`src/hw/rtl/dkc_pkg.sv`:
```
// dkc_pkg: shared types and constants for the distinct key counter
// used by dkc_key_cam, distinct_key_counter and the testbench
// no dependencies
package dkc_pkg;

    // default sizing
    localparam int DEF_TABLE_SLOTS = 16;
    localparam int DEF_KEY_BITS    = 8;
    localparam int DEF_COUNT_BITS  = 16;

    // fixed port widths
    localparam int KEY_IN_W    = 8;
    localparam int SLOT_OUT_W  = 4;
    localparam int COUNT_OUT_W = 16;
    localparam int DIST_OUT_W  = 5;

    // sequencer states
    typedef enum logic [1:0] {
        ST_IDLE,
        ST_LOOK,
        ST_UPD
    } t_state;

    // table control from the sequencer to the key cam
    typedef struct packed {
        logic clear;
        logic insert;
    } t_cam_ctrl;

endpackage

```
`src/hw/rtl/dkc_key_cam.sv`:
```
// dkc_key_cam: key store in flip-flops with parallel compare and fill count
// depends on dkc_pkg (t_cam_ctrl)
module dkc_key_cam #(
    parameter int TABLE_SLOTS = dkc_pkg::DEF_TABLE_SLOTS,
    parameter int KEY_BITS    = dkc_pkg::DEF_KEY_BITS,
    parameter int SW          = $clog2(TABLE_SLOTS),
    parameter int UW          = $clog2(TABLE_SLOTS + 1)
) (
    input  logic                i_clk,
    input  logic                i_rst_n,
    input  dkc_pkg::t_cam_ctrl  i_ctrl,
    input  logic [KEY_BITS-1:0] i_key,
    output logic [SW-1:0]       o_hit,
    output logic                o_found,
    output logic [UW-1:0]       o_used
);

    logic [KEY_BITS-1:0] r_keys [TABLE_SLOTS];
    logic [UW-1:0]       r_used;
    logic [UW-1:0]       n_used;

    // compare against every occupied slot; stored keys are distinct so
    // at most one slot matches and the index can be or-ed together
    always_comb begin
        o_hit   = '0;
        o_found = 1'b0;
        for (int i = 0; i < TABLE_SLOTS; i++) begin
            if ((UW'(i) < r_used) && (r_keys[i] == i_key)) begin
                o_hit   = o_hit | SW'(i);
                o_found = 1'b1;
            end
        end
    end

    // fill count
    always_comb begin
        n_used = r_used;
        if (i_ctrl.clear) begin
            n_used = '0;
        end else if (i_ctrl.insert) begin
            n_used = r_used + UW'(1);
        end
    end

    always_ff @(posedge i_clk) begin
        if (!i_rst_n) begin
            r_used <= '0;
        end else begin
            r_used <= n_used;
        end
    end

    // key write on insertion, no reset needed
    always_ff @(posedge i_clk) begin
        if (i_ctrl.insert) begin
            r_keys[r_used[SW-1:0]] <= i_key;
        end
    end

    assign o_used = r_used;

endmodule

```
`src/hw/rtl/dkc_count_ram.sv`:
```
// dkc_count_ram: synchronous count memory, one write and one read port
// registered read data; no package dependencies
module dkc_count_ram #(
    parameter int DEPTH = 16,
    parameter int WIDTH = 16,
    parameter int AW    = $clog2(DEPTH)
) (
    input  logic             i_clk,
    input  logic             i_we,
    input  logic [AW-1:0]    i_waddr,
    input  logic [WIDTH-1:0] i_wdata,
    input  logic [AW-1:0]    i_raddr,
    output logic [WIDTH-1:0] o_rdata
);

    logic [WIDTH-1:0] r_mem [DEPTH];
    logic [WIDTH-1:0] r_rdata;

    // write port
    always_ff @(posedge i_clk) begin
        if (i_we) begin
            r_mem[i_waddr] <= i_wdata;
        end
    end

    // read port
    always_ff @(posedge i_clk) begin
        r_rdata <= r_mem[i_raddr];
    end

    assign o_rdata = r_rdata;

endmodule

```
`src/hw/rtl/distinct_key_counter.sv`:
```
// distinct_key_counter: top level, sequencer, count update and result register
// depends on dkc_pkg, dkc_key_cam and dkc_count_ram
//
//  channel  | valid   | ready   | payload
//  ---------+---------+---------+---------------------------------------------
//  keys in  | i_valid | o_ready | i_key, i_first
//  results  | o_valid | i_ready | o_slot, o_is_new, o_dropped, o_count, o_distinct
//
// each item passes through accept, cam compare with count memory read, then
// count update with memory write-back; the next item is taken the cycle after.
// one item is in flight at a time, so reads and writes to one entry never overlap.
// reset clears the fill count, sequencer and result valid; the count memory is
// not swept, as a slot's count is written on insertion before it is ever read.
// a result not yet taken holds the update stage; one more transaction is still
// taken, then the input stalls until the result is taken.
module distinct_key_counter #(
    parameter int TABLE_SLOTS = dkc_pkg::DEF_TABLE_SLOTS,
    parameter int KEY_BITS    = dkc_pkg::DEF_KEY_BITS,
    parameter int COUNT_BITS  = dkc_pkg::DEF_COUNT_BITS
) (
    input  logic                             i_clk,
    input  logic                             i_rst_n,
    input  logic                             i_valid,
    output logic                             o_ready,
    input  logic [dkc_pkg::KEY_IN_W-1:0]     i_key,
    input  logic                             i_first,
    output logic                             o_valid,
    input  logic                             i_ready,
    output logic [dkc_pkg::SLOT_OUT_W-1:0]   o_slot,
    output logic                             o_is_new,
    output logic                             o_dropped,
    output logic [dkc_pkg::COUNT_OUT_W-1:0]  o_count,
    output logic [dkc_pkg::DIST_OUT_W-1:0]   o_distinct
);

    localparam int SW = $clog2(TABLE_SLOTS);
    localparam int UW = $clog2(TABLE_SLOTS + 1);
    localparam logic [UW-1:0]         SLOTS_U   = UW'(TABLE_SLOTS);
    localparam logic [COUNT_BITS-1:0] COUNT_MAX = '1;

    dkc_pkg::t_state    r_state;
    dkc_pkg::t_state    n_state;
    dkc_pkg::t_cam_ctrl cam_ctrl;

    logic [KEY_BITS-1:0]   r_key;
    logic [SW-1:0]         r_hit;
    logic                  r_found;
    logic [SW-1:0]         cam_hit;
    logic                  cam_found;
    logic [UW-1:0]         used;
    logic [COUNT_BITS-1:0] ram_rdata;
    logic                  ram_we;
    logic [SW-1:0]         ram_waddr;
    logic [COUNT_BITS-1:0] ram_wdata;
    logic [COUNT_BITS-1:0] inc_count;
    logic                  in_accept;
    logic                  upd_fire;
    logic                  has_room;

    logic                               r_o_valid;
    logic [dkc_pkg::SLOT_OUT_W-1:0]     r_slot;
    logic                               r_is_new;
    logic                               r_dropped;
    logic [dkc_pkg::COUNT_OUT_W-1:0]    r_count;
    logic [dkc_pkg::DIST_OUT_W-1:0]     r_distinct;

    assign in_accept = i_valid && o_ready;
    assign upd_fire  = (r_state == dkc_pkg::ST_UPD) && (!r_o_valid || i_ready);
    assign has_room  = used < SLOTS_U;
    assign inc_count = (ram_rdata == COUNT_MAX) ? ram_rdata : ram_rdata + COUNT_BITS'(1);

    // key table
    dkc_key_cam #(
        .TABLE_SLOTS (TABLE_SLOTS),
        .KEY_BITS    (KEY_BITS),
        .SW          (SW),
        .UW          (UW)
    ) u_cam (
        .i_clk   (i_clk),
        .i_rst_n (i_rst_n),
        .i_ctrl  (cam_ctrl),
        .i_key   (r_key),
        .o_hit   (cam_hit),
        .o_found (cam_found),
        .o_used  (used)
    );

    // per-slot counts
    dkc_count_ram #(
        .DEPTH (TABLE_SLOTS),
        .WIDTH (COUNT_BITS),
        .AW    (SW)
    ) u_counts (
        .i_clk   (i_clk),
        .i_we    (ram_we),
        .i_waddr (ram_waddr),
        .i_wdata (ram_wdata),
        .i_raddr (cam_hit),
        .o_rdata (ram_rdata)
    );

    // next state
    always_comb begin
        n_state = r_state;
        case (r_state)
            dkc_pkg::ST_IDLE: begin
                if (in_accept) begin
                    n_state = dkc_pkg::ST_LOOK;
                end
            end
            dkc_pkg::ST_LOOK: begin
                n_state = dkc_pkg::ST_UPD;
            end
            dkc_pkg::ST_UPD: begin
                if (upd_fire) begin
                    n_state = dkc_pkg::ST_IDLE;
                end
            end
            default: begin
                n_state = dkc_pkg::ST_IDLE;
            end
        endcase
    end

    // sequencer outputs: handshake, table control and count write-back
    always_comb begin
        o_ready         = 1'b0;
        cam_ctrl.clear  = 1'b0;
        cam_ctrl.insert = 1'b0;
        ram_we          = 1'b0;
        ram_waddr       = r_hit;
        ram_wdata       = inc_count;
        case (r_state)
            dkc_pkg::ST_IDLE: begin
                o_ready        = 1'b1;
                cam_ctrl.clear = in_accept && i_first;
            end
            dkc_pkg::ST_LOOK: begin
            end
            dkc_pkg::ST_UPD: begin
                if (upd_fire) begin
                    if (r_found) begin
                        ram_we = 1'b1;
                    end else if (has_room) begin
                        cam_ctrl.insert = 1'b1;
                        ram_we          = 1'b1;
                        ram_waddr       = used[SW-1:0];
                        ram_wdata       = COUNT_BITS'(1);
                    end
                end
            end
            default: begin
            end
        endcase
    end

    // state and result valid
    always_ff @(posedge i_clk) begin
        if (!i_rst_n) begin
            r_state   <= dkc_pkg::ST_IDLE;
            r_o_valid <= 1'b0;
        end else begin
            r_state <= n_state;
            if (upd_fire) begin
                r_o_valid <= 1'b1;
            end else if (i_ready) begin
                r_o_valid <= 1'b0;
            end
        end
    end

    // input capture and lookup result
    always_ff @(posedge i_clk) begin
        if (in_accept) begin
            r_key <= KEY_BITS'(i_key);
        end
        if (r_state == dkc_pkg::ST_LOOK) begin
            r_hit   <= cam_hit;
            r_found <= cam_found;
        end
    end

    // result payload
    always_ff @(posedge i_clk) begin
        if (upd_fire) begin
            if (r_found) begin
                r_slot     <= dkc_pkg::SLOT_OUT_W'(r_hit);
                r_is_new   <= 1'b0;
                r_dropped  <= 1'b0;
                r_count    <= dkc_pkg::COUNT_OUT_W'(inc_count);
                r_distinct <= dkc_pkg::DIST_OUT_W'(used);
            end else if (has_room) begin
                r_slot     <= dkc_pkg::SLOT_OUT_W'(used);
                r_is_new   <= 1'b1;
                r_dropped  <= 1'b0;
                r_count    <= dkc_pkg::COUNT_OUT_W'(1);
                r_distinct <= dkc_pkg::DIST_OUT_W'(used + UW'(1));
            end else begin
                r_slot     <= '0;
                r_is_new   <= 1'b0;
                r_dropped  <= 1'b1;
                r_count    <= '0;
                r_distinct <= dkc_pkg::DIST_OUT_W'(used);
            end
        end
    end

    assign o_valid    = r_o_valid;
    assign o_slot     = r_slot;
    assign o_is_new   = r_is_new;
    assign o_dropped  = r_dropped;
    assign o_count    = r_count;
    assign o_distinct = r_distinct;

`ifndef SYNTH
    // fill count never exceeds the table
    a_used_bound: assert property (@(posedge i_clk) disable iff (!i_rst_n)
        used <= SLOTS_U)
        else $error("fill count beyond table size");

    // a first-flag transaction empties the table before lookup
    a_first_clears: assert property (@(posedge i_clk) disable iff (!i_rst_n)
        (in_accept && i_first) |=> (used == '0))
        else $error("table not cleared by first flag");

    // an insertion produces a new-key result with a count of one
    a_insert_result: assert property (@(posedge i_clk) disable iff (!i_rst_n)
        cam_ctrl.insert |=> (o_valid && o_is_new && !o_dropped && (o_count == 1)))
        else $error("insertion result mismatch");

    // a dropped key leaves the table full and stores nothing
    a_drop_full: assert property (@(posedge i_clk) disable iff (!i_rst_n)
        (upd_fire && !r_found && !has_room) |-> (!ram_we && !cam_ctrl.insert))
        else $error("dropped key modified the table");

    // a result waiting to be taken holds the update stage
    a_upd_hold: assert property (@(posedge i_clk) disable iff (!i_rst_n)
        ((r_state == dkc_pkg::ST_UPD) && r_o_valid && !i_ready) |=>
            (r_state == dkc_pkg::ST_UPD))
        else $error("update stage overran a pending result");
`endif

endmodule

```
`config.mk`:
```
export PLATFORM = sky130hd
export DESIGN_NAME = distinct_key_counter
export DESIGN_NICKNAME = d
export VERILOG_FILES = /design/src/hw/rtl/dkc_pkg.sv /design/src/hw/rtl/dkc_key_cam.sv /design/src/hw/rtl/dkc_count_ram.sv /design/src/hw/rtl/distinct_key_counter.sv
export SDC_FILE = /design/constraint.sdc
export NUM_CORES = 1
export LEC_CHECK = 0
export BUFFER_PORTS_ARGS = -buffer_cell sky130_fd_sc_hd__buf_2
export CAP_MARGIN = 20
export CORE_UTILIZATION = 55
export CTS_CLUSTER_SIZE = 16
export DETAILED_ROUTE_END_ITERATION = 16
export GPL_TIMING_DRIVEN = 0
export PLACE_DENSITY = 0.71
export REMOVE_ABC_BUFFERS = 1
export SLEW_MARGIN = 25
export SYNTH_ARGS = -nofsm -noshare
export SYNTH_HDL_FRONTEND = slang
export SYNTH_SLANG_ARGS = --single-unit
```
`constraint.sdc`:
```
create_clock -name i_clk -period 6.5 [get_ports i_clk]
set_input_delay 0.65 -clock i_clk [delete_from_list [all_inputs] [get_ports i_clk]]
set_output_delay 0.65 -clock i_clk [all_outputs]
set_load 0.05 [all_outputs]
```
# [Yosys cells after proc, flatten, opt, wreduce, memory -nomap -nowiden]
# Memory sizes are Yosys's and may differ from the RTL's. A register that Yosys moved wholly into a read port is not among the register bits.
# Index checks and enable logic that the tools add are counted.
[totals] ff_bits=48 mem_bits_rw=384 in_bits=13 memories=2
[op_classes] n_addsub=2 magnitude_cmp=17 n_eq_ne=21 muxes=50 n_bitwise=1 n_reduce_logical=26
[mem_list] name="u_counts.r_mem" depth=16 width=16 rd=1 rd_ports_with_merged_regs=1 write_ports=1 line="dkc_count_ram.sv:16" source="logic [WIDTH-1:0] r_mem [DEPTH];"
[mem_list] name="u_cam.r_keys" depth=16 width=8 rd=16 rd_ports_with_merged_regs=0 write_ports=1 line="dkc_key_cam.sv:18" source="logic [KEY_BITS-1:0] r_keys [TABLE_SLOTS];"
[op_table] cell="$eq 8x8->1" n=16
[op_table] cell="$mux 16" n=6
[op_table] cell="$mux 4" n=14
[op_table] cell="$lt 4x5->1 const A" n=8
[op_table] cell="$lt 3x5->1 const A" n=4
[op_table] cell="$logic_and 1x1->1" n=19
[op_table] cell="$mux 1" n=19
[op_table] cell="$add 16x1->16 const B" n=1
[op_table] cell="$eq 16x16->1 const B" n=1
[op_table] cell="$reduce_or 15->1" n=1
[op_table] cell="$mux 3" n=4
[op_table] cell="$lt 1x5->1 const A" n=2
[op_table] cell="$lt 2x5->1 const A" n=2
[op_table] cell="$mux 5" n=2
[op_table] cell="$mux 2" n=4
[op_table] cell="$pmux 2 s3" n=1
[op_table] cell="$add 5x1->5 const B" n=1
[op_table] cell="$lt 5x5->1 const B" n=1
[op_table] cell="$ne 2x2->1 const B" n=2
[op_table] cell="$eq 2x1->1 const B" n=1
[op_table] cell="$eq 2x2->1 const B" n=1
[op_table] cell="$logic_not 2->1" n=1
[op_table] cell="$reduce_and 2->1" n=1
[op_table] cell="$reduce_bool 2->1" n=1
[op_table] cell="4 further kinds" n=4

# [Depth between registers and ports, before layout]
# Gate-level depths: netlist of run 1.
# An unclocked memory read counts as a cell.
[depth] ltp_word=18 ltp_mapped=13 mapped_depth_nobuf=8

# [Cells and area by module]
# A second synthesis of run 1 with hierarchy kept.
[hier_totals] hier_cells=1024 hier_area_um2=18236.2
[by_module_without_submodules] module="dkc_count_ram" n_inst=1 cells_per_inst=432 area_each_um2=10042.1 seq_area_each_um2=8007.7
[by_module_without_submodules] module="dkc_key_cam" n_inst=1 cells_per_inst=406 area_each_um2=6065.8 seq_area_each_um2=3943.8
[by_module_without_submodules] module="distinct_key_counter" n_inst=1 cells_per_inst=186 area_each_um2=2128.3 seq_area_each_um2=1261.2

# [Worst setup path before layout of run 1]
# OpenSTA, ideal clock, no wires.
[synth_timing] kind="in2reg" startpoint="in i_ready" endpoint="mem u_counts.r_mem[5][0], enable pin" setup_ns=0.388 arrival_time_ns=2.868 required_time_ns=6.112 setup_slack_ns=3.244 stages=8 path_cell_list="nand2b_1 -> nand2b_1 -> inv_1 -> nand2_1 -> clkbuf_1 -> nor2_1 -> a31oi_1 -> nor2_1"
[synth_via] elab_chain_cells=6
[synth_rtl] item="start: declaration" line="distinct_key_counter.sv:28" source="input logic i_ready,"
[synth_rtl] item="$logic_or 1x1->1 (*)" line="distinct_key_counter.sv:68" source="assign upd_fire = (r_state == dkc_pkg::ST_UPD) && (!r_o_valid || i_ready);"
[synth_rtl] item="$logic_and 1x1->1 (*)" line="distinct_key_counter.sv:68"
[synth_rtl] item="net upd_fire" line="distinct_key_counter.sv:57" source="logic upd_fire;"
[synth_rtl] item="$mux 1" line="distinct_key_counter.sv:141" source="if (upd_fire) begin"
[synth_rtl] item="$mux 1" line="distinct_key_counter.sv:133" source="case (r_state)"
[synth_rtl] item="$mux 1" line="dkc_count_ram.sv:21" source="if (i_we) begin"
[synth_rtl] item="$mux 1 (not written as such)" line="dkc_count_ram.sv:22" source="r_mem[i_waddr] <= i_wdata;"
[synth_rtl] item="end: declaration" line="dkc_count_ram.sv:16"
# Mark *: on every way through the listed nets, which the timed path passes. The rest lies on a longest branch.

# [Worst setup path after layout of run 1]
[layout_timing] startpoint="reg r_key[0]" endpoint="reg u_counts.r_rdata[9] (netlist: u_counts.o_rdata[9]), read port of u_counts.r_mem"
[layout_rtl] item="start: declaration" line="distinct_key_counter.sv:45" source="logic [KEY_BITS-1:0] r_key;"
[layout_rtl] item="start signal: assignment" line="distinct_key_counter.sv:175" source="r_key <= KEY_BITS'(i_key);"
[layout_rtl] item="$eq 8x8->1" line="dkc_key_cam.sv:28" source="if ((UW'(i) < r_used) && (r_keys[i] == i_key)) begin"
[layout_rtl] item="$logic_and 1x1->1" line="dkc_key_cam.sv:28"
[layout_rtl] item="$mux 2 (2 in series)" line="dkc_key_cam.sv:28"
[layout_rtl] item="$mux 3 (4 in series)" line="dkc_key_cam.sv:28"
[layout_rtl] item="$mux 4 (7 in series)" line="dkc_key_cam.sv:28"
[layout_rtl] item="$mux 4 (*)" line="dkc_key_cam.sv:28"
[layout_rtl] item="net cam_hit[1]" line="distinct_key_counter.sv:48" source="logic [SW-1:0] cam_hit;"
[layout_rtl] item="end: declaration" line="dkc_count_ram.sv:17" source="logic [WIDTH-1:0] r_rdata;"
# Marked as above.
# A chain may end at the register's enable or synchronous reset.

==> results.md, run 1 <==
* EDFF count, synth at 424
* Number of CTS-inserted buffers at 45
* Wire length of the first global-routing pass at 56.9 mm
* Final hold violation count at 0
* Clock input transition at the sequential cells of the worst setup and hold paths at 0.06 ns
* Synthesized instance count at 1123
* Number of resized instances in the post-cts repair step at 0
* Netlist area before placement at 0.0182 mm^2
* R2R setup slack at 2.26 ns
* Origin of the worst setup path: r_key[0]
* Row Count at 66
* Kind of path behind the tightest hold check: input pin to flop
* Final RePlAce weighted congestion at 0.797
* Depth of the worst register-to-register path at 10
* Post-CTS Repair Setup Buffers at 0
* Final standard cell utilization of the core at 64.1%
* Effective utilization at floorplan at 55.9%
* Critical Path Sink Type: flop
* Final period util at 65.3%
* Dpl hpwl at 23.5 mm
* Synth area leader: sky130_fd_sc_hd__edfxtp_1
* Worst R2R End: u_counts.o_rdata[9]
* Drt first pass iters at 5
* CTS tree: done
* Number of synthesized register bits at 448
* VDD IR max at 0.000188 V
* Launch point of the worst reg-to-reg path: r_key[0]
* Dominant cells by area after synthesis: sky130_fd_sc_hd__edfxtp_1, sky130_fd_sc_hd__mux2i_1, sky130_fd_sc_hd__xor2_1
* Total leakage power at 7.54 nW
* Proportion of synthesized chip area in sequential cells at 72.7%
* Routed wire length at 38.0 mm
* Topmost layer with routed signal wires: met4
* Final period demand of the worst path at 4.24 ns
* Clock H-tree levels at 2
* Antenna violations before repair at 1
* Number of violations reported at the end of detailed-routing iteration 0 at 1026
* Total power at 5.87 mW
* Via count at 9874
* Worst Slack Setup Final at 2.26 ns
* Core footprint at 0.0325 mm^2
* Maximum fanout along the worst path at 16
* Fraction of synthesized cell area taken by the top area cell type at 70.0%
* Proportion of layout cells with a drive suffix above 1 at 17.3%
* Max-slew headroom at 30.0%
* Deepest clock path buffer count at 3
* Detail Route met3 WL at 2.64 mm
* Result of the run: complete, no violations
* Drt via density at 5.89
* DR WL met2 at 18.0 mm
* Overall die width at 184 um
* Number of remaining DRC errors at 0
* Largest net degree at the start of global routing at 41
* Setup repair after global routing missed its margin: false
* Number of I/O port buffers at 41
* Synthesized area divided by synthesized cell count at 16.2 um^2
* Vias in the first global route at 9700
* Source-to-sink clock delay at the later pin of the worst-skew pair at 0.56 ns
* Distinct cells, synth at 54
* Data arrival time of the worst path at 4.65 ns
* Count of antenna-violating nets left after detailed routing at 0
* GRT overflow at 0
* Final setup violation count at 0
* DIE AREA at 0.0338 mm^2
* Timing endpoint of the critical path: u_counts.o_rdata[9]
* Power density relative to cell area at 281 mW/mm^2
* GRT Resource Usage Total at 23.2%
* Max Transition Viols Final at 0
* Warnings from Yosys at 0
* Post-layout net count at 1218
* Worst Max-Slew Pin Slew at 1.04 ns
* Final worst clock skew at 0.0265 ns
* Buffer cell driving the clock tree root: sky130_fd_sc_hd__clkbuf_16
* CTS Hold Bufs at 0
* Crit start category: flop
* Routed met1 length at 16.2 mm
* Pre-CTS WS at 2.32 ns
* Critical path data required time at 6.91 ns
* Layout overhead on the synthesized area at 14.7%
* Synth Flop Type: sky130_fd_sc_hd__edfxtp_1
* Async set or reset register ratio after synthesis at 0%
* Count of inserted antenna diode cells at 0
* CP Class: flop to flop
* Sinks on the clock net at 448
* Max_cap viols at 0
* Die height at 184 um
* WL/cell at 22.7 um
* Hold Path Origin: i_key[1]
* Sum of negative setup slack at 0 ns
* Boundary Pins at 42
* Max frequency at 236 MHz
## report_power, final
| group | switching, mW | total (mW) | internal [mW] | leakage [nW] |
|---|---|---|---|---|
| clock | 1.05 | 2.54 | 1.49 | 0.720 |
| combinational | 0.100 | 0.158 | 0.0572 | 2.79 |
| sequential | 0.0175 | 3.17 | 3.15 | 4.02 |
## logic make-up (layout without fill, tap and decap cells)
kind of cell,Yosys count,count (layout),synth area share (%)
xor gates and xnor gates,142,142,6.84
muxes,134,134,7.70
adders and majority gates,7,7,0.482
AOI/OAI and AO/OA,103,103,3.80
and+or+nand+nor,229,229,6.43
buffers and inverters,60,172,2.06
DFF,448,448,72.7
## routing by layer
layer,track usage [%],vias to the layer above
li1,-,4447
met5,0,-
met3,3.47,91
met2,37.4,399
met1,32.2,4937
met4,8.23,0
## how the worst min path moves through the flow
| stage | endpoint | cells past startpoint |
|---|---|---|
| 2_1_floorplan | o_valid | 2 |
| 3_3_place_gp | o_valid | 2 |
| 3_5_place_dp | o_valid | 2 |
| 4_1_cts | r_key[3] | 1 |
| 5_1_grt | r_key[1] | 1 |
| 6_report | r_key[1] | 1 |
## Yosys cell counts (3+ instances only)
cell type and count:
sky130_fd_sc_hd__a21oi_1 5, sky130_fd_sc_hd__a22o_1 16, sky130_fd_sc_hd__a31oi_1 9, sky130_fd_sc_hd__and2_1 3, sky130_fd_sc_hd__and3_1 3, sky130_fd_sc_hd__buf_2 11
sky130_fd_sc_hd__buf_4 18, sky130_fd_sc_hd__buf_6 9, sky130_fd_sc_hd__clkbuf_1 11, sky130_fd_sc_hd__dfxtp_1 24, sky130_fd_sc_hd__edfxtp_1 424, sky130_fd_sc_hd__ha_1 7
sky130_fd_sc_hd__inv_1 7, sky130_fd_sc_hd__mux2_2 31, sky130_fd_sc_hd__mux2_4 4, sky130_fd_sc_hd__mux2i_1 99, sky130_fd_sc_hd__nand2_1 40, sky130_fd_sc_hd__nand2b_1 4
sky130_fd_sc_hd__nand3_1 17, sky130_fd_sc_hd__nand3b_1 3, sky130_fd_sc_hd__nand4_1 14, sky130_fd_sc_hd__nor2_1 80, sky130_fd_sc_hd__nor3_1 13, sky130_fd_sc_hd__nor4_1 21
sky130_fd_sc_hd__o21ai_0 12, sky130_fd_sc_hd__o22ai_1 48, sky130_fd_sc_hd__or4_1 16, sky130_fd_sc_hd__xnor2_1 68, sky130_fd_sc_hd__xor2_1 74
## worst max-delay path, stage by stage (launching register included)
cell                       delay, ns
sky130_fd_sc_hd__edfxtp_1       0.72
sky130_fd_sc_hd__buf_8          0.23
sky130_fd_sc_hd__buf_8          0.17
sky130_fd_sc_hd__xnor2_1        0.14
sky130_fd_sc_hd__nand3_1        0.10
sky130_fd_sc_hd__nor4_1         0.63
sky130_fd_sc_hd__a31oi_2        0.16
sky130_fd_sc_hd__nand3_1        0.33
sky130_fd_sc_hd__or3b_1         0.86
sky130_fd_sc_hd__o22ai_1        0.18
sky130_fd_sc_hd__or4_1          0.56
## placed cells by master, fill, tap and decap left out, types with 6 or more instances in the layout
cell / n
sky130_fd_sc_hd__edfxtp_1: 424
sky130_fd_sc_hd__mux2i_1: 99
sky130_fd_sc_hd__xor2_1: 74
sky130_fd_sc_hd__xnor2_1: 68
sky130_fd_sc_hd__nor2_1: 64
sky130_fd_sc_hd__o22ai_1: 48
sky130_fd_sc_hd__clkbuf_16: 45
sky130_fd_sc_hd__buf_2: 41
sky130_fd_sc_hd__nand2_1: 40
sky130_fd_sc_hd__mux2_2: 31
sky130_fd_sc_hd__dfxtp_1: 24
sky130_fd_sc_hd__nor4_1: 21
sky130_fd_sc_hd__buf_8: 17
sky130_fd_sc_hd__nand3_1: 16
sky130_fd_sc_hd__a22o_1: 16
sky130_fd_sc_hd__or4_1: 16
sky130_fd_sc_hd__nor2_4: 16
sky130_fd_sc_hd__nand4_1: 14
sky130_fd_sc_hd__clkbuf_1: 13
sky130_fd_sc_hd__o21ai_0: 12
sky130_fd_sc_hd__a31oi_1: 9
sky130_fd_sc_hd__buf_16: 8
sky130_fd_sc_hd__nor3_1: 7
sky130_fd_sc_hd__clkinv_1: 7
sky130_fd_sc_hd__ha_1: 7
sky130_fd_sc_hd__clkinv_2: 7
sky130_fd_sc_hd__buf_4: 7
sky130_fd_sc_hd__inv_1: 6
sky130_fd_sc_hd__nor3_2: 6
## final cells by class
type                            count  area (um^2)
Clock buffer                       62         1230
Clock inverter                     22          233
Fill cell                        2270        11700
Inverter                            9         33.8
Multi-Input combinational cell    615         4760
Sequential cell                   448        13200
Tap cell                          442          553
Timing Repair Buffer               79          836
## metrics by stage
stage	hold WS [ns]	instances	area, um^2
5_1_grt	0.257	1677	20900
2_1_floorplan	0.508	1072	17800
3_3_place_gp	0.529	1555	18600
3_5_place_dp	0.567	1592	19400
6_report	0.274	1677	20900
4_1_cts	0.258	1676	20800
## sequential cells by signal, summed over array words and instances (netlist names), 2 cells and up
name / count
o_count: 16
o_distinct: 5
o_slot: 4
r_hit: 4
r_key: 8
r_state: 2
u_cam.o_used: 5
u_cam.r_keys: 128
u_counts.o_rdata: 16
u_counts.r_mem: 256
(Power assumes the default switching activity.)
==> run 2, diff against run 1 <==
==> constraint.sdc (replaced) <==
create_clock -name i_clk -period 4.45 [get_ports i_clk]
set_input_delay 0.445 -clock i_clk [delete_from_list [all_inputs] [get_ports i_clk]]
set_output_delay 0.445 -clock i_clk [all_outputs]
set_load 0.05 [all_outputs]
==> run 2 against run 1 <==
Routed wire length is essentially flat. Flip-flop and latch count is the same. Count of clock-buffer cells in the layout is the same. Cell area is the same. Total power grew 46%. Setup slack lost 2.1 ns. First-iteration DRC count grew 2.2%. Cell count is the same. Critical endpoint is now u_counts.o_rdata[14].
==> results.md, run 2 (synthesis gave the netlist of run 1 again) <==
* Clock H-tree levels at 2 (unchanged)
* Boundary Pins at 42 (unchanged)
* Hold Worst Slack at 0.0675 ns (-0.206 ns)
* Number of CTS-inserted buffers at 45 (unchanged)
* Dpl hpwl at 23.5 mm (unchanged)
* CTS Hold Bufs at 0 (unchanged)
* Maximum fanout along the worst path at 16 (unchanged)
* Portion of total power attributed to the clock network at 43.3% (about the same)
* Final worst clock skew at 0.0259 ns (-0.000585 ns)
* Result of the run: complete, no violations
* Wire length of the first global-routing pass at 56.9 mm (unchanged)
* Number of remaining DRC errors at 0 (unchanged)
* VDD IR max at 0.000275 V (+46%)
* Kind of path behind the tightest hold check: input pin to flop
* Area taken by multi-input logic gates at 0.00476 mm^2 (unchanged)
* Cells along the critical path: buf_8 -> buf_8 -> xnor2_1 -> nand3_1 -> nor4_1 -> a31oi_2 -> nand3_1 -> or3b_1 -> o22ai_1 -> or4_1
* Routing usage on met2 at 37.4% (unchanged)
* Crit start category: flop
* Layout overhead on the synthesized area at 14.7% (unchanged)
* Delay of the slowest cell on the worst path at 0.80 ns (-0.06 ns)
* Drt first pass iters at 5 (unchanged)
* Max reg flops at 256 (unchanged)
* Switch share at 19.9% (about the same)
* Final period demand of the worst path at 4.26 ns (+0.0160 ns)
* Worst Slack Setup Final at 0.191 ns (-2.07 ns)
* Critical Path Sink Type: flop
* Count of filler cells inserted in the layout at 2270 (unchanged)
* Launch point of the worst reg-to-reg path: r_key[0]
* Power density relative to cell area at 411 mW/mm^2 (+46%)
* Logic pwr share at 2.7% (about the same)
* Net switching power of the design at 1.70 mW (+46%)
* Register ranked first by flip-flop count: u_counts.r_mem
* Effective utilization at floorplan at 55.9% (unchanged)
* Critical path data required time at 4.88 ns (-2.03 ns)
* Max-slew headroom at 30.4% (+0.34 points)
* Deepest clock path buffer count at 3 (unchanged)
* Clock input transition at the sequential cells of the worst setup and hold paths at 0.06 ns (about the same)
* Post-layout net count at 1218 (unchanged)
* Antenna violations before repair at 1 (unchanged)
* Final setup violation count at 0 (unchanged)
* Proportion of layout cells with a drive suffix above 1 at 17.4% (+0.081 points)
* Internal Power at 6.87 mW (+46%)
* CP top delay family: simple AND/OR/NAND/NOR gates
* Setup repair after global routing missed its margin: false
* Most common library cell in the layout ignoring fill and taps: sky130_fd_sc_hd__edfxtp_1
* Final hold violation count at 0 (unchanged)
* Met1 routing resource usage after global routing at 32.2% (unchanged)
* Final RePlAce weighted congestion at 0.797 (unchanged)
* Max_cap viols at 0 (unchanged)
* Total leakage power at 7.54 nW (about the same)
* Leading cell types in the layout, fill and taps excluded: sky130_fd_sc_hd__edfxtp_1, sky130_fd_sc_hd__mux2i_1, sky130_fd_sc_hd__xor2_1, sky130_fd_sc_hd__xnor2_1, sky130_fd_sc_hd__nor2_1
* Total power at 8.57 mW (+46%)
* Count of inserted antenna diode cells at 0 (unchanged)
* Slowest CP cell: sky130_fd_sc_hd__or3b_1
* Number of I/O port buffers at 41 (unchanged)
* Max frequency at 235 MHz (-0.37%)
* Sum of negative setup slack at 0 ns (unchanged)
* Largest net degree at the start of global routing at 41 (unchanged)
* Overall die width at 184 um (unchanged)
* Met3 Resource Use GR at 3.47% (unchanged)
* Count of antenna-violating nets left after detailed routing at 0 (unchanged)
* Most crowded layer after global routing: met2
* Drt via density at 5.84 (-0.79%)
* Reg area at 0.0132 mm^2 (unchanged)
* Sequential power share at 54.0% (about the same)
* Final period util at 95.7% (+30 points)
* Final standard cell utilization of the core at 64.1% (unchanged)
* WL/cell at 22.7 um (about the same)
* Number of violations reported at the end of detailed-routing iteration 0 at 1049 (+2.2%)
* CP Class: flop to flop
* Data arrival time of the worst path at 4.69 ns (+0.04 ns)
* Max Transition Viols Final at 0 (unchanged)
* Hold Path Origin: i_key[1]
* Worst Max-Slew Pin Slew at 1.04 ns (-0.00513 ns)
* DIE AREA at 0.0338 mm^2 (unchanged)
* Buffer cell driving the clock tree root: sky130_fd_sc_hd__clkbuf_16
* Routed wire length at 38.0 mm (about the same)
* Pre-CTS WS at 0.268 ns (-2.05 ns)
* GRT Resource Usage Total at 23.2% (unchanged)
* CTS tree: done
* Crit path buffers/inverters at 2 (unchanged)
* Source-to-sink clock delay at the later pin of the worst-skew pair at 0.56 ns (about the same)
* Row Count at 66 (unchanged)
* Via count at 9796 (-0.79%)
* GRT overflow at 0 (unchanged)
* Origin of the worst setup path: r_key[0]
* Core footprint at 0.0325 mm^2 (unchanged)
* Die height at 184 um (unchanged)
* Vias in the first global route at 9700 (unchanged)
* Sinks on the clock net at 448 (unchanged)
==> run 2: cell counts in the layout (fill, tap and decap cells not counted) <==
Identical to the previous run, type by type.
==> run 2: worst paths after layout <==
check                                       endpoint  slack (ns)  cells past startpoint
worst max-delay path            u_counts.o_rdata[14]        0.19                     10
worst min-delay path                        r_key[1]        0.07                      1
worst max register to register  u_counts.o_rdata[14]        0.19                     10
worst min register to register               o_valid        0.57                      2
==> run 2: what timing repair did <==
action                     4_1_cts  5_1_grt
gates resized for setup          0        1
setup buffers                    0        0
setup endpoints to repair        0        6
==> run 2: stage by stage <==
step	cells	instance area, um^2
floorplan	1072	17800
global placement	1555	18600
detailed placement	1592	19400
CTS	1676	20800
global route	1677	20900
finish	1677	20900
==> run 2: power groups by stage <==
| stage | sequential [mW] | combinational (mW) | clock, mW |
|---|---|---|---|
| 6_report | 4.63 | 0.230 | 3.71 |
| 5_1_grt | 4.63 | 0.248 | 3.91 |
| 4_1_cts | 4.63 | 0.232 | 3.76 |
| 3_5_place_dp | 4.72 | 0.231 | 0 |
| 3_3_place_gp | 4.76 | 0.148 | 0 |
| 2_1_floorplan | 4.76 | 0.0912 | 0 |
==> run 2: layout make-up <==
type	instances	share of cell area, %
Inverter	9	0.162
Clock inverter	22	1.12
Tap cell	442	2.65
Clock buffer	62	5.90
Sequential cell	448	63.4
Multi-Input combinational cell	615	22.8
Timing Repair Buffer	79	4.01
==> run 2: layer usage <==
layer | part of all wire, % | routed length [um]
met1 | 42 | 16100
met2 | 48 | 18100
met3 | 7.1 | 2690
met4 | 2.9 | 1090
met5 | 0 | 0
==> run 3, diff against run 2 <==
--- a/config.mk
+++ b/config.mk
@@ -7,6 +7,7 @@
 export LEC_CHECK = 0
 export BUFFER_PORTS_ARGS = -buffer_cell sky130_fd_sc_hd__buf_2
 export CAP_MARGIN = 20
+export CORE_MARGIN = 4
 export CORE_UTILIZATION = 55
 export CTS_CLUSTER_SIZE = 16
 export DETAILED_ROUTE_END_ITERATION = 16
==> run 3 against run 2 <==
Non-clock buffer count shrank 5. Sequential share of layout area up 0.40 points. Routed wire length grew 1.8%. Core utilization decreased by 0.40 points. Global-route usage is 1.6 points lower. Largest cell class unchanged. Largest power group unchanged.
==> results.md, run 3 (synthesis gave the netlist of run 1 again) <==
* Result of the run: complete, no violations
* Critical Path Sink Type: flop
* Die height at 190 um (+3.3%)
* Buffer cell driving the clock tree root: sky130_fd_sc_hd__clkbuf_16
* Final setup violation count at 0 (unchanged)
* Clock H-tree levels at 2 (unchanged)
* Dpl cells at 1587 (-0.31%)
* Dpl hpwl at 23.8 mm (+1.4%)
* Post-layout net count at 1211 (-0.57%)
* Number of CTS-inserted buffers at 43 (-4.4%)
* Max_cap viols at 0 (unchanged)
* Post-CTS Repair Setup Buffers at 0 (unchanged)
* Vias in the first global route at 9655 (-0.46%)
* Largest net degree at the start of global routing at 42 (+2.4%)
* Layout overhead on the synthesized area at 14.0%
* Power density relative to cell area at 412 mW/mm^2 (+0.18%)
* Count of inserted antenna diode cells at 0 (unchanged)
* WL/cell at 23.2 um (+2.3%)
* Routed wire length at 38.7 mm (+1.8%)
* Source-to-sink clock delay at the later pin of the worst-skew pair at 0.55 ns (about the same)
* Core footprint at 0.0325 mm^2 (unchanged)
* Number of violations reported at the end of detailed-routing iteration 0 at 1002 (-4.5%)
* Kind of path behind the tightest hold check: input pin to flop
* Maximum fanout along the worst path at 16 (unchanged)
* Most common library cell in the layout ignoring fill and taps: sky130_fd_sc_hd__edfxtp_1
* Register ranked first by flip-flop count: u_counts.r_mem
* Critical path data required time at 4.94 ns (+0.06 ns)
* Row Count at 66 (unchanged)
* Final period util at 95.9% (+0.17 points)
* Setup repair after global routing missed its margin: false
* Final cell area excluding filler cells at 0.0207 mm^2 (-0.62%)
* Final RePlAce weighted congestion at 0.846 (+6.2%)
* Antenna violations before repair at 0 (-1)
* Max-slew headroom at 24.2% (-6.1 points)
* Clock input transition at the sequential cells of the worst setup and hold paths at 0.06 ns (about the same)
* Number of remaining DRC errors at 0 (unchanged)
* Final worst clock skew at 0.0154 ns (-0.0105 ns)
* CP Class: flop to flop
* Leading cell types in the layout, fill and taps excluded: sky130_fd_sc_hd__edfxtp_1, sky130_fd_sc_hd__mux2i_1, sky130_fd_sc_hd__xor2_1, sky130_fd_sc_hd__xnor2_1, sky130_fd_sc_hd__nor2_1
* Effective utilization at floorplan at 55.9% (unchanged)
* Number of I/O port buffers at 41 (unchanged)
* Overall die width at 190 um (+3.3%)
* Deepest clock path buffer count at 3 (unchanged)
* Final period demand of the worst path at 4.27 ns (+0.00742 ns)
* Total leakage power at 7.48 nW (-0.74%)
* Count of antenna-violating nets left after detailed routing at 0 (unchanged)
* VDD IR max at 0.000521 V (+89%)
* Drt first pass iters at 5 (unchanged)
* Final cell count without fillers at 1668 (-0.54%)
* Via count at 9723 (-0.75%)
* Max reg flops at 256 (unchanged)
* Total cell area at the placement stage at 0.0193 mm^2 (-0.49%)
* Max frequency at 234 MHz (-0.17%)
* Count of filler cells inserted in the layout at 2304 (+1.5%)
* Final hold violation count at 0 (unchanged)
* Proportion of layout cells with a drive suffix above 1 at 17.3% (-0.12 points)
* Boundary Pins at 42 (unchanged)
* DIE AREA at 0.0360 mm^2 (+6.6%)
* GRT Resource Usage Total at 21.6% (-1.6 points)
* Worst Max-Slew Pin Slew at 1.13 ns (+0.0938 ns)
* GRT overflow at 0 (unchanged)
* CTS Hold Bufs at 0 (unchanged)
* CTS tree: done
* Sinks on the clock net at 448 (unchanged)
* Max Transition Viols Final at 0 (unchanged)
* Data arrival time of the worst path at 4.76 ns (+0.07 ns)
* Crit start category: flop
* Wire length of the first global-routing pass at 58.6 mm (+3.0%)
* Drt via density at 5.83 (-0.21%)
run 3: cell types whose count changed in the layout (fill, tap and decap cells not counted), moves of 2 or more:
cell and delta:
sky130_fd_sc_hd__inv_6 -3, sky130_fd_sc_hd__clkinv_4 +2, sky130_fd_sc_hd__buf_16 -2, sky130_fd_sc_hd__clkinv_2 +2, sky130_fd_sc_hd__buf_6 +4, sky130_fd_sc_hd__clkbuf_1 -5, sky130_fd_sc_hd__buf_4 -3, sky130_fd_sc_hd__buf_12 -3
run 3: final timing paths:
check | startpoint | endpoint | slack, ns | cells after the start
min reg2reg | o_valid | o_valid | 0.55 | 2
max reg2reg | u_cam.o_used[4] | u_counts.o_rdata[12] | 0.18 | 7
min | i_key[0] | r_key[0] | 0.07 | 1
max | u_cam.o_used[4] | u_counts.o_rdata[12] | 0.18 | 7
run 3: worst max-delay path, cell delays in order, from the launching register on:
cell and delay, ns:
sky130_fd_sc_hd__dfxtp_1 0.69, sky130_fd_sc_hd__clkinv_1 0.52, sky130_fd_sc_hd__nor4_1 0.88, sky130_fd_sc_hd__a31oi_2 0.18
sky130_fd_sc_hd__nand3_1 0.35, sky130_fd_sc_hd__nand3_1 0.89, sky130_fd_sc_hd__o22ai_1 0.54, sky130_fd_sc_hd__or4_1 0.17
run 3: final cells by class:
| type | instances | area (um^2) | share of cell area [%] |
|---|---|---|---|
| multi-input combinational | 615 | 4760 | 23.0 |
| clock inverter | 25 | 264 | 1.27 |
| tap | 442 | 553 | 2.67 |
| clock buffer | 55 | 1170 | 5.66 |
| inverter | 9 | 33.8 | 0.163 |
| timing repair buffer | 74 | 728 | 3.51 |
| sequential | 448 | 13200 | 63.8 |
run 3: power breakdown:
group | leakage (nW) | switching [mW] | internal, mW | total [mW]
sequential | 4.02 | 0.0245 | 4.60 | 4.63
combinational | 2.75 | 0.148 | 0.0813 | 0.229
clock | 0.710 | 1.51 | 2.16 | 3.68
run 3: routing by layer:
layer	wire length (um)	part of all wire, %	GRT usage [%]	vias to the layer above
li1	-	-	-	4433
met1	16300	42	30.3	4840
met2	18400	48	34.5	363
met3	2840	7.3	4.57	87
met4	1120	2.9	6.59	0
met5	0	0	0	-
run 3: per-stage QoR:
step	utilization [%]	setup TNS [ns]	setup WS (ns)	total power [mW]	hold WS, ns
6_report	63.7	0	0.183	8.53	0.0661
5_1_grt	63.7	0	0.107	8.77	0.0451
4_1_cts	63.6	0	0.138	8.58	0.0497
3_5_place_dp	59.2	0	0.189	4.95	0.537
3_3_place_gp	57.2	-223.30	-1.64	4.91	0.532
2_1_floorplan	-	0	0.348	4.85	0.508
run 3: timing repair:
item | 4_1_cts | 5_1_grt
gates resized for setup | 0 | 2
endpoints found under the hold margin | 0 | 0
setup endpoints to repair | 0 | 10
